### config.mk
export PLATFORM = sky130hd
export DESIGN_NAME = curve_shaper_core_flat
export DESIGN_NICKNAME = d
export VERILOG_FILES = /design/src/design/cs_pkg.sv /design/src/design/cs_if.sv /design/src/design/cs_decode.sv /design/src/design/curve_shaper_core.sv /design/src/flat_wrapper.sv
export SDC_FILE = /design/constraint.sdc
export NUM_CORES = 2
export LEC_CHECK = 0
export BUFFER_PORTS_ARGS = -buffer_cell sky130_fd_sc_hd__buf_2
export CORE_ASPECT_RATIO = 0.75
export CORE_MARGIN = 2
export CORE_UTILIZATION = 57
export DETAILED_ROUTE_END_ITERATION = 16
export PLACE_DENSITY_LB_ADDON = 0.08
export SLEW_MARGIN = 20
export SYNTH_ARGS = -nofsm -noshare
export SYNTH_HDL_FRONTEND = slang
export SYNTH_SLANG_ARGS = --single-unit
### constraint.sdc
create_clock -name i_clk -period 28.4 [get_ports i_clk]
set_clock_uncertainty 0.15 [all_clocks]
set_input_delay 4.26 -clock i_clk [delete_from_list [all_inputs] [get_ports i_clk]]
set_output_delay 4.26 -clock i_clk [all_outputs]
set_load 0.03 [all_outputs]
### src/design/cs_pkg.sv
// cs_pkg: shared constants, codes, types and knee table for the curve shaper.
// Used by the channel interfaces, the decode stage, the top level and the checker.
// No dependencies.
package cs_pkg;

    localparam int FRAC_BITS = 16;
    localparam int XW        = FRAC_BITS + 1;
    localparam int RW        = FRAC_BITS + 4;
    localparam int PW1       = XW + RW;
    localparam int PW        = 2 * XW;
    localparam int NSTG      = 7;

    localparam longint unsigned ONE_L = 64'd1 << FRAC_BITS;
    localparam longint unsigned SQ_L  = 64'd1 << (2 * FRAC_BITS);

    localparam logic [XW-1:0] ONE  = XW'(ONE_L);
    localparam logic [XW-1:0] HALF = XW'(ONE_L >> 1);

    localparam longint unsigned KNEE_90 = ONE_L * 9 / 10;
    localparam longint unsigned KNEE_85 = ONE_L * 17 / 20;
    localparam longint unsigned KNEE_75 = ONE_L * 3 / 4;
    localparam longint unsigned KNEE_50 = ONE_L * 1 / 2;
    localparam longint unsigned SPAN_90 = ONE_L - KNEE_90;
    localparam longint unsigned SPAN_85 = ONE_L - KNEE_85;
    localparam longint unsigned SPAN_75 = ONE_L - KNEE_75;
    localparam longint unsigned SPAN_50 = ONE_L - KNEE_50;
    localparam longint unsigned RCP_90  = SQ_L / SPAN_90;
    localparam longint unsigned RCP_85  = SQ_L / SPAN_85;
    localparam longint unsigned RCP_75  = SQ_L / SPAN_75;
    localparam longint unsigned RCP_50  = SQ_L / SPAN_50;

    localparam logic [7:0] FN_LIN    = 8'd0;
    localparam logic [7:0] FN_STEP   = 8'd1;
    localparam logic [7:0] FN_GL90   = 8'd2;
    localparam logic [7:0] FN_GL85   = 8'd3;
    localparam logic [7:0] FN_GL75   = 8'd4;
    localparam logic [7:0] FN_GL50   = 8'd5;
    localparam logic [7:0] FN_QDN    = 8'd6;
    localparam logic [7:0] FN_QUP    = 8'd7;
    localparam logic [7:0] FN_TRI    = 8'd8;
    localparam logic [7:0] FN_SMOOTH = 8'd9;

    typedef enum logic [2:0] {
        KD_DIRECT,
        KD_GLISS,
        KD_QDN,
        KD_QUP,
        KD_SMOOTH
    } t_kind;

    typedef struct packed {
        logic [XW-1:0]        knee;
        logic [FRAC_BITS-1:0] span;
        logic [RW-1:0]        rcp;
    } t_knee;

    typedef struct packed {
        t_kind                kind;
        logic [XW-1:0]        res;
        logic [XW-1:0]        x;
        logic [XW-1:0]        a;
        logic [XW-1:0]        d;
        logic [RW-1:0]        b;
        logic [FRAC_BITS-1:0] span;
    } t_dec;

    // rcp = floor(2^(2F) / span); quotient estimate is low by at most one
    function automatic t_knee knee_of(input logic [1:0] sel);
        t_knee k;
        case (sel)
            2'd0: k = '{knee: XW'(KNEE_90), span: FRAC_BITS'(SPAN_90), rcp: RW'(RCP_90)};
            2'd1: k = '{knee: XW'(KNEE_85), span: FRAC_BITS'(SPAN_85), rcp: RW'(RCP_85)};
            2'd2: k = '{knee: XW'(KNEE_75), span: FRAC_BITS'(SPAN_75), rcp: RW'(RCP_75)};
            default: k = '{knee: XW'(KNEE_50), span: FRAC_BITS'(SPAN_50), rcp: RW'(RCP_50)};
        endcase
        return k;
    endfunction

endpackage

### src/design/cs_if.sv
// cs_in_if / cs_out_if: valid-ready channels for input and result items.
// Depends on cs_pkg for the sample width.
interface cs_in_if import cs_pkg::*; ();
    logic          valid;
    logic          ready;
    logic [XW-1:0] phase_in;
    logic [7:0]    func;

    modport source (output valid, output phase_in, output func, input ready);
    modport sink   (input valid, input phase_in, input func, output ready);
endinterface

interface cs_out_if import cs_pkg::*; ();
    logic          valid;
    logic          ready;
    logic [XW-1:0] shaped_out;

    modport source (output valid, output shaped_out, input ready);
    modport sink   (input valid, input shaped_out, output ready);
endinterface

### src/design/cs_decode.sv
// cs_decode: input saturation, curve classification and first multiplier operands.
// Depends on cs_pkg (codes, knee table, t_dec).
module cs_decode import cs_pkg::*; (
    input  logic [XW-1:0] i_phase_in,
    input  logic [7:0]    i_func,
    output t_dec          o_dec
);

    logic [XW-1:0] w_x;
    logic [XW-1:0] w_y;
    logic [XW-1:0] w_hi;
    t_knee         w_kn;

    assign w_x  = (i_phase_in > ONE) ? ONE : i_phase_in;
    assign w_y  = ONE - w_x;
    assign w_hi = w_x - HALF;
    assign w_kn = knee_of(2'(i_func - FN_GL90));

    always_comb begin
        o_dec      = '0;
        o_dec.kind = KD_DIRECT;
        o_dec.res  = w_x;
        o_dec.x    = w_x;
        o_dec.a    = w_x;
        o_dec.b    = RW'(w_x);
        case (i_func)
            FN_LIN: begin
                o_dec.res = w_x;
            end
            FN_STEP: begin
                o_dec.res = '0;
            end
            FN_GL90, FN_GL85, FN_GL75, FN_GL50: begin
                if (w_x < w_kn.knee) begin
                    o_dec.res = '0;
                end else begin
                    o_dec.kind = KD_GLISS;
                    o_dec.d    = w_x - w_kn.knee;
                    o_dec.a    = w_x - w_kn.knee;
                    o_dec.b    = w_kn.rcp;
                    o_dec.span = w_kn.span;
                end
            end
            FN_QDN: begin
                o_dec.kind = KD_QDN;
                o_dec.a    = w_y;
                o_dec.b    = RW'(w_y);
            end
            FN_QUP: begin
                o_dec.kind = KD_QUP;
            end
            FN_TRI: begin
                if (w_x > HALF) begin
                    o_dec.res = ONE - {w_hi[XW-2:0], 1'b0};
                end else begin
                    o_dec.res = {w_x[XW-2:0], 1'b0};
                end
            end
            FN_SMOOTH: begin
                o_dec.kind = KD_SMOOTH;
            end
            default: begin
                o_dec.res = w_x;
            end
        endcase
    end

endmodule

### src/design/curve_shaper_core.sv
// Throughput: one item per cycle while no result waits on o_out.ready.
// Four multiply stages (reciprocal divide, quotient correction, two for the cube) set the depth.
// The whole pipe holds while a result waits on o_out.ready; nothing is lost or repeated.
// Reset (i_rst_n low, synchronous) clears all stage valid bits; data registers are not reset.
// Depends on cs_pkg, cs_if and cs_decode.
module curve_shaper_core import cs_pkg::*; (
    input  logic      i_clk,
    input  logic      i_rst_n,
    cs_in_if.sink     i_in,
    cs_out_if.source  o_out
);

    logic            w_en;
    t_dec            w_dec;
    logic [NSTG-1:0] r_vld;

    // stage 1
    t_kind                r_s1_kind;
    logic [XW-1:0]        r_s1_res, r_s1_x, r_s1_a, r_s1_d;
    logic [RW-1:0]        r_s1_b;
    logic [FRAC_BITS-1:0] r_s1_span;
    // stage 2
    t_kind                r_s2_kind;
    logic [XW-1:0]        r_s2_res, r_s2_x, r_s2_d;
    logic [PW1-1:0]       r_s2_p;
    logic [FRAC_BITS-1:0] r_s2_span;
    // stage 3
    t_kind                r_s3_kind;
    logic [XW-1:0]        r_s3_res, r_s3_q, r_s3_d;
    logic [PW-1:0]        r_s3_p;
    logic [FRAC_BITS-1:0] r_s3_span;
    // stages 4..7
    logic                 r_s4_gl, r_s5_gl, r_s6_gl;
    logic [XW-1:0]        r_s4_res, r_s5_res, r_s6_res, r_s7_res;
    logic [PW-1:0]        r_s5_p, r_s6_p;

    logic [PW1-1:0]  n_p1;
    logic [XW-1:0]   n_q, n_b2, n_s3_res;
    t_kind           n_s3_kind;
    logic [PW-1:0]   n_p2, n_num, n_rem, n_p3, n_p4;
    logic            n_ge;
    logic [XW-1:0]   n_f, n_c, n_s4_res, n_s7_res;
    logic [XW+1:0]   n_sm;

    cs_decode u_dec (
        .i_phase_in (i_in.phase_in),
        .i_func     (i_in.func),
        .o_dec      (w_dec)
    );

    assign w_en       = !r_vld[NSTG-1] || o_out.ready;
    assign i_in.ready = w_en;

    always_ff @(posedge i_clk) begin
        if (!i_rst_n) begin
            r_vld <= '0;
        end else if (w_en) begin
            r_vld <= {r_vld[NSTG-2:0], i_in.valid};
        end
    end

    // stage 2: first product (d * rcp or square)
    assign n_p1 = PW1'(r_s1_a) * PW1'(r_s1_b);

    // stage 3: quotient estimate, correction product, quadratic results
    assign n_q  = r_s2_p[FRAC_BITS +: XW];
    assign n_b2 = (r_s2_kind == KD_GLISS) ? XW'(r_s2_span) : r_s2_x;
    assign n_p2 = PW'(n_q) * PW'(n_b2);

    always_comb begin
        n_s3_kind = r_s2_kind;
        n_s3_res  = r_s2_res;
        case (r_s2_kind)
            KD_QUP: begin
                n_s3_kind = KD_DIRECT;
                n_s3_res  = n_q;
            end
            KD_QDN: begin
                n_s3_kind = KD_DIRECT;
                n_s3_res  = ONE - n_q;
            end
            default: begin
                n_s3_kind = r_s2_kind;
            end
        endcase
    end

    // stage 4: quotient correction, smoothstep combine
    assign n_num = PW'({r_s3_d, FRAC_BITS'(0)});
    assign n_rem = n_num - r_s3_p;
    assign n_ge  = n_rem >= PW'(r_s3_span);
    assign n_f   = r_s3_q + XW'(n_ge);
    assign n_c   = r_s3_p[FRAC_BITS +: XW];
    assign n_sm  = (XW+2)'(r_s3_q) + ((XW+2)'(r_s3_q) << 1) - ((XW+2)'(n_c) << 1);

    always_comb begin
        case (r_s3_kind)
            KD_GLISS:  n_s4_res = n_f;
            KD_SMOOTH: n_s4_res = (n_sm > (XW+2)'(ONE)) ? ONE : XW'(n_sm);
            default:   n_s4_res = r_s3_res;
        endcase
    end

    // stages 5..7: cube of the gliss fraction
    assign n_p3     = PW'(r_s4_res) * PW'(r_s4_res);
    assign n_p4     = PW'(r_s5_p[FRAC_BITS +: XW]) * PW'(r_s5_res);
    assign n_s7_res = r_s6_gl ? r_s6_p[FRAC_BITS +: XW] : r_s6_res;

    always_ff @(posedge i_clk) begin
        if (w_en) begin
            r_s1_kind <= w_dec.kind;
            r_s1_res  <= w_dec.res;
            r_s1_x    <= w_dec.x;
            r_s1_a    <= w_dec.a;
            r_s1_d    <= w_dec.d;
            r_s1_b    <= w_dec.b;
            r_s1_span <= w_dec.span;

            r_s2_kind <= r_s1_kind;
            r_s2_res  <= r_s1_res;
            r_s2_x    <= r_s1_x;
            r_s2_d    <= r_s1_d;
            r_s2_p    <= n_p1;
            r_s2_span <= r_s1_span;

            r_s3_kind <= n_s3_kind;
            r_s3_res  <= n_s3_res;
            r_s3_q    <= n_q;
            r_s3_d    <= r_s2_d;
            r_s3_p    <= n_p2;
            r_s3_span <= r_s2_span;

            r_s4_gl   <= (r_s3_kind == KD_GLISS);
            r_s4_res  <= n_s4_res;

            r_s5_gl   <= r_s4_gl;
            r_s5_res  <= r_s4_res;
            r_s5_p    <= n_p3;

            r_s6_gl   <= r_s5_gl;
            r_s6_res  <= r_s5_res;
            r_s6_p    <= n_p4;

            r_s7_res  <= n_s7_res;
        end
    end

    assign o_out.valid      = r_vld[NSTG-1];
    assign o_out.shaped_out = r_s7_res;

endmodule

### src/flat_wrapper.sv
// flat-port wrapper written by rule: the top's interface ports become plain ports
module curve_shaper_core_flat import cs_pkg::*;
  (i_clk, i_rst_n, i_in_valid, i_in_phase_in, i_in_func, i_in_ready, o_out_valid, o_out_shaped_out, o_out_ready);
  cs_in_if i_in_i ();
  cs_out_if o_out_i ();
  input  logic i_clk;
  input  logic i_rst_n;
  input wire logic [$bits(i_in_i.valid)-1:0] i_in_valid;
  input wire logic [$bits(i_in_i.phase_in)-1:0] i_in_phase_in;
  input wire logic [$bits(i_in_i.func)-1:0] i_in_func;
  output wire logic [$bits(i_in_i.ready)-1:0] i_in_ready;
  output wire logic [$bits(o_out_i.valid)-1:0] o_out_valid;
  output wire logic [$bits(o_out_i.shaped_out)-1:0] o_out_shaped_out;
  input wire logic [$bits(o_out_i.ready)-1:0] o_out_ready;
  assign i_in_i.valid = i_in_valid;
  assign i_in_i.phase_in = i_in_phase_in;
  assign i_in_i.func = i_in_func;
  assign i_in_ready = i_in_i.ready;
  assign o_out_valid = o_out_i.valid;
  assign o_out_shaped_out = o_out_i.shaped_out;
  assign o_out_i.ready = o_out_ready;
  curve_shaper_core u_core (.i_clk(i_clk), .i_rst_n(i_rst_n), .i_in(i_in_i), .o_out(o_out_i));
endmodule
==> flow_summary.json <==
{
  "synth-simple-area-share_pct": 13.99,
  "rsz0062_at_grt": "no",
  "io_pins": 48,
  "die_h_um": 269.8,
  "crit_slowest_cell": "nor2b_1",
  "die_x_um": 358.4,
  "synth_top_family_by_area": "adder cells",
  "place_congestion": 0.9397,
  "min_period_over_period_pct": 35.49,
  "synth_most_common_cell": "inv_1",
  "crit_path_end_kind": "primary output",
  "synth.avg_cell_area_um2": 9.779,
  "critPathBufInv": 3,
  "yosys.area.top_type": "fa_1",
  "outcome": "finished, final reports clean",
  "synthMuxAreaShare_pct": 0.6827,
  "ys_seq_area_share_pct": 20.95,
  "grt_pass1_wl_mm": 206.1,
  "antenna_left": 0,
  "hold_slack_ns": 0.2517,
  "criticalPathCategory": "input pin to primary output",
  "fmax_mhz": 99.22,
  "crit_path_max_fanout": 62,
  "overflow": 0,
  "ys_warn_count": 0,
  "cts_tree": "done",
  "synth_fp_nets": 6914,
  "setup_ws_ns": 18.32,
  "clockBufferDepth": 3,
  "fin_nets": 6852,
  "start_util_pct": 57.53,
  "drt_pre_antenna_iters": 6,
  "synthArstFlopShare_pct": 0,
  "postCtsHoldBufs": 0,
  "synth_compound_area_share_pct": 6.135,
  "holdCritPathClass": "flip-flop to flip-flop",
  "clkLatencyLatePin_ns": 0.59,
  "clkTransAtPathRegs_ns": 0.06,
  "post_synth_instance_area_mm2": 0.05370,
  "grt_pass1_vias": 37530,
  "area.growth.synth_to_final_pct": 5.348,
  "coreArea_mm2": 0.09333,
  "num_rows": 97,
  "maxCapViolations": 0,
  "worstSetupStartpointType": "input pin",
  "dieArea_mm2": 0.09670,
  "switchingPower_w": 0.003320,
  "top_register": "u_core.r_s3_p",
  "multiInputGateArea_mm2": 0.03697,
  "synth_top_cell_area_share_pct": 34.11,
  "wl_per_cell_um": 18.94,
  "finalSetupTns_ns": 0,
  "hold_viol": 0,
  "p_clk_share_pct": 8.7,
  "slew_headroom_pct": 34.68,
  "final-seq-area_mm2": 0.01125,
  "top_regs": "u_core.r_s3_p (34), u_core.r_s1_b (20)",
  "period_minus_slack_ns": 10.08,
  "diodes": 0,
  "crit_arrival_ns": 5.67,
  "crit_chain": "buf_2, nor2b_1, inv_8, buf_2",
  "drc": 0,
  "ys_seq_elements": 377,
  "syn_inst": 5491,
  "hpwl_mm": 100.2,
  "comb_power_share_pct": 75.5,
  "postCtsSetupBuffers": 0,
  "drive_gt1_share_pct": 4.286,
  "synthAdderAreaFrac_pct": 45.28,
  "grt_max_degree": 167,
  "nFillCells": 8000,
  "via_per_inst": 5.453,
  "power.internal_w": 0.003389,
  "critical_path.top_delay_family": "buffers and inverters",
  "yosys_most_used_dff": "edfxtp_1",
  "htreeDepth": 2,
  "crit_top_cell": "buf_2",
  "synth_edf_count": 370,
  "peakVddDrop_mv": 0.1464,
  "finalSetupViolations": 0,
  "portBuffers": 47,
  "sw_frac_of_total_pct": 49.49,
  "cts-resized-gates": 0,
  "pwr-share-seq_pct": 15.8,
  "required_ns": 23.99,
  "max_stage_delay_ns": 0.60,
  "synth_xor_area_share_pct": 2.757,
  "place_ws_ns": 18.36,
  "track_usage_pct": 27.13,
  "drv_slew": 0,
  "cts_sinks": 377,
  "cts-root-buf": "clkbuf_16",
  "largest_register_ffs": 34,
  "p_per_area_mw_per_mm2": 118.6,
  "power.leakage_nw": 27.59,
  "antenna_found_initial": 0,
  "vias": 36520,
  "ys_types": 92,
  "synthTopCellsByArea": "fa_1 (34%), edfxtp_1 (21%), ha_1 (11%)",
  "tightest_slew_ns": 0.9762,
  "ys_top_cells_by_count": "inv_1 (1255), fa_1 (915), nand2_1 (719)",
  "cts_buffers": 43,
  "totalWireLength_mm": 126.8,
  "drt_iter0_drc": 2828
}
-- worst register-to-register path: cells and delay by family, from the launching register on --
kind	cells	cell delay (ns)
xor gates and xnor gates	1	0.08
DFF	1	0.72
buffers and inverters	5	0.26
adders and majority gates	7	3.32
AOI/OAI and AO/OA	8	2.36
and+or+nand+nor	4	1.95
-- cell families after synthesis --
| logic type | after synthesis |
|---|---|
| and+or+nand+nor | 1568 |
| DFF | 377 |
| adders and majority gates | 1394 |
| buffers and inverters | 1457 |
| AOI/OAI and AO/OA | 492 |
| xor gates and xnor gates | 169 |
| muxes | 34 |
-- layout by cell type, fill, tap and decap left out, types with 24 or more instances in the layout --
master     instances
nand2b_1          27
xnor2_1          128
fa_1             915
buf_4             47
inv_1           1254
edfxtp_1         370
nor3_1            49
nand3_1           39
xor2_1            41
a21o_1            57
a21oi_1          123
buf_2             47
and3_1            24
and2_1           408
nand2_1          719
clkbuf_16         43
ha_1             479
nor2_1           188
o21ai_0           93
-- metrics by stage --
step / cell area [um^2] / instances / utilization [%] / total power (W)
global placement: 55090 / 6621 / 59.03 / 0.005988
global route: 56570 / 6697 / 60.61 / 0.007488
finish: 56570 / 6697 / 60.61 / 0.006708
floorplan: 53700 / 5491 / - / 0.004839
CTS: 56560 / 6697 / 60.61 / 0.006722
detailed placement: 55090 / 6621 / 59.03 / 0.006094
-- worst paths after layout --
check	startpoint	to	cells after the start	slack, ns
max	o_out_ready	i_in_ready	4	18.32
min	u_core.r_s2_d[0]$_DFFE_PP_	u_core.r_s3_d[0]$_DFFE_PP_	0	0.25
max reg2reg	u_core.r_s2_kind[0]$_DFFE_PP_	u_core.r_s3_p[33]$_DFFE_PP_	25	19.32
min reg2reg	u_core.r_s2_d[0]$_DFFE_PP_	u_core.r_s3_d[0]$_DFFE_PP_	0	0.25
-- power by group through the flow --
stage	combinational (W)	clock, W	sequential [W]
detailed placement	0.00503	0	0.00107
global placement	0.00492	0	0.00106
global route	0.00579	0.000622	0.00107
floorplan	0.00387	0	0.000966
finish	0.00506	0.000586	0.00106
CTS	0.00506	0.000600	0.00106
-- cell type report --
cell class | count | share of cell area [%]
tap | 1237 | 2.736
clock buffer | 48 | 1.935
multi-input combinational | 3657 | 65.35
clock inverter | 28 | 0.6702
timing repair buffer | 95 | 1.075
sequential | 377 | 19.89
inverter | 1255 | 8.341
-- layer usage --
metal / part of all wire [%] / up-vias / global-route usage [%]
li1: - / 16830 / -
met1: 48 / 18460 / 42.20
met2: 44 / 1098 / 41.27
met3: 6.6 / 137 / 3.588
met4: 1.5 / 0 / 4.459
met5: 0 / - / 0
No activity file was read; power rests on OpenSTA's default activity.
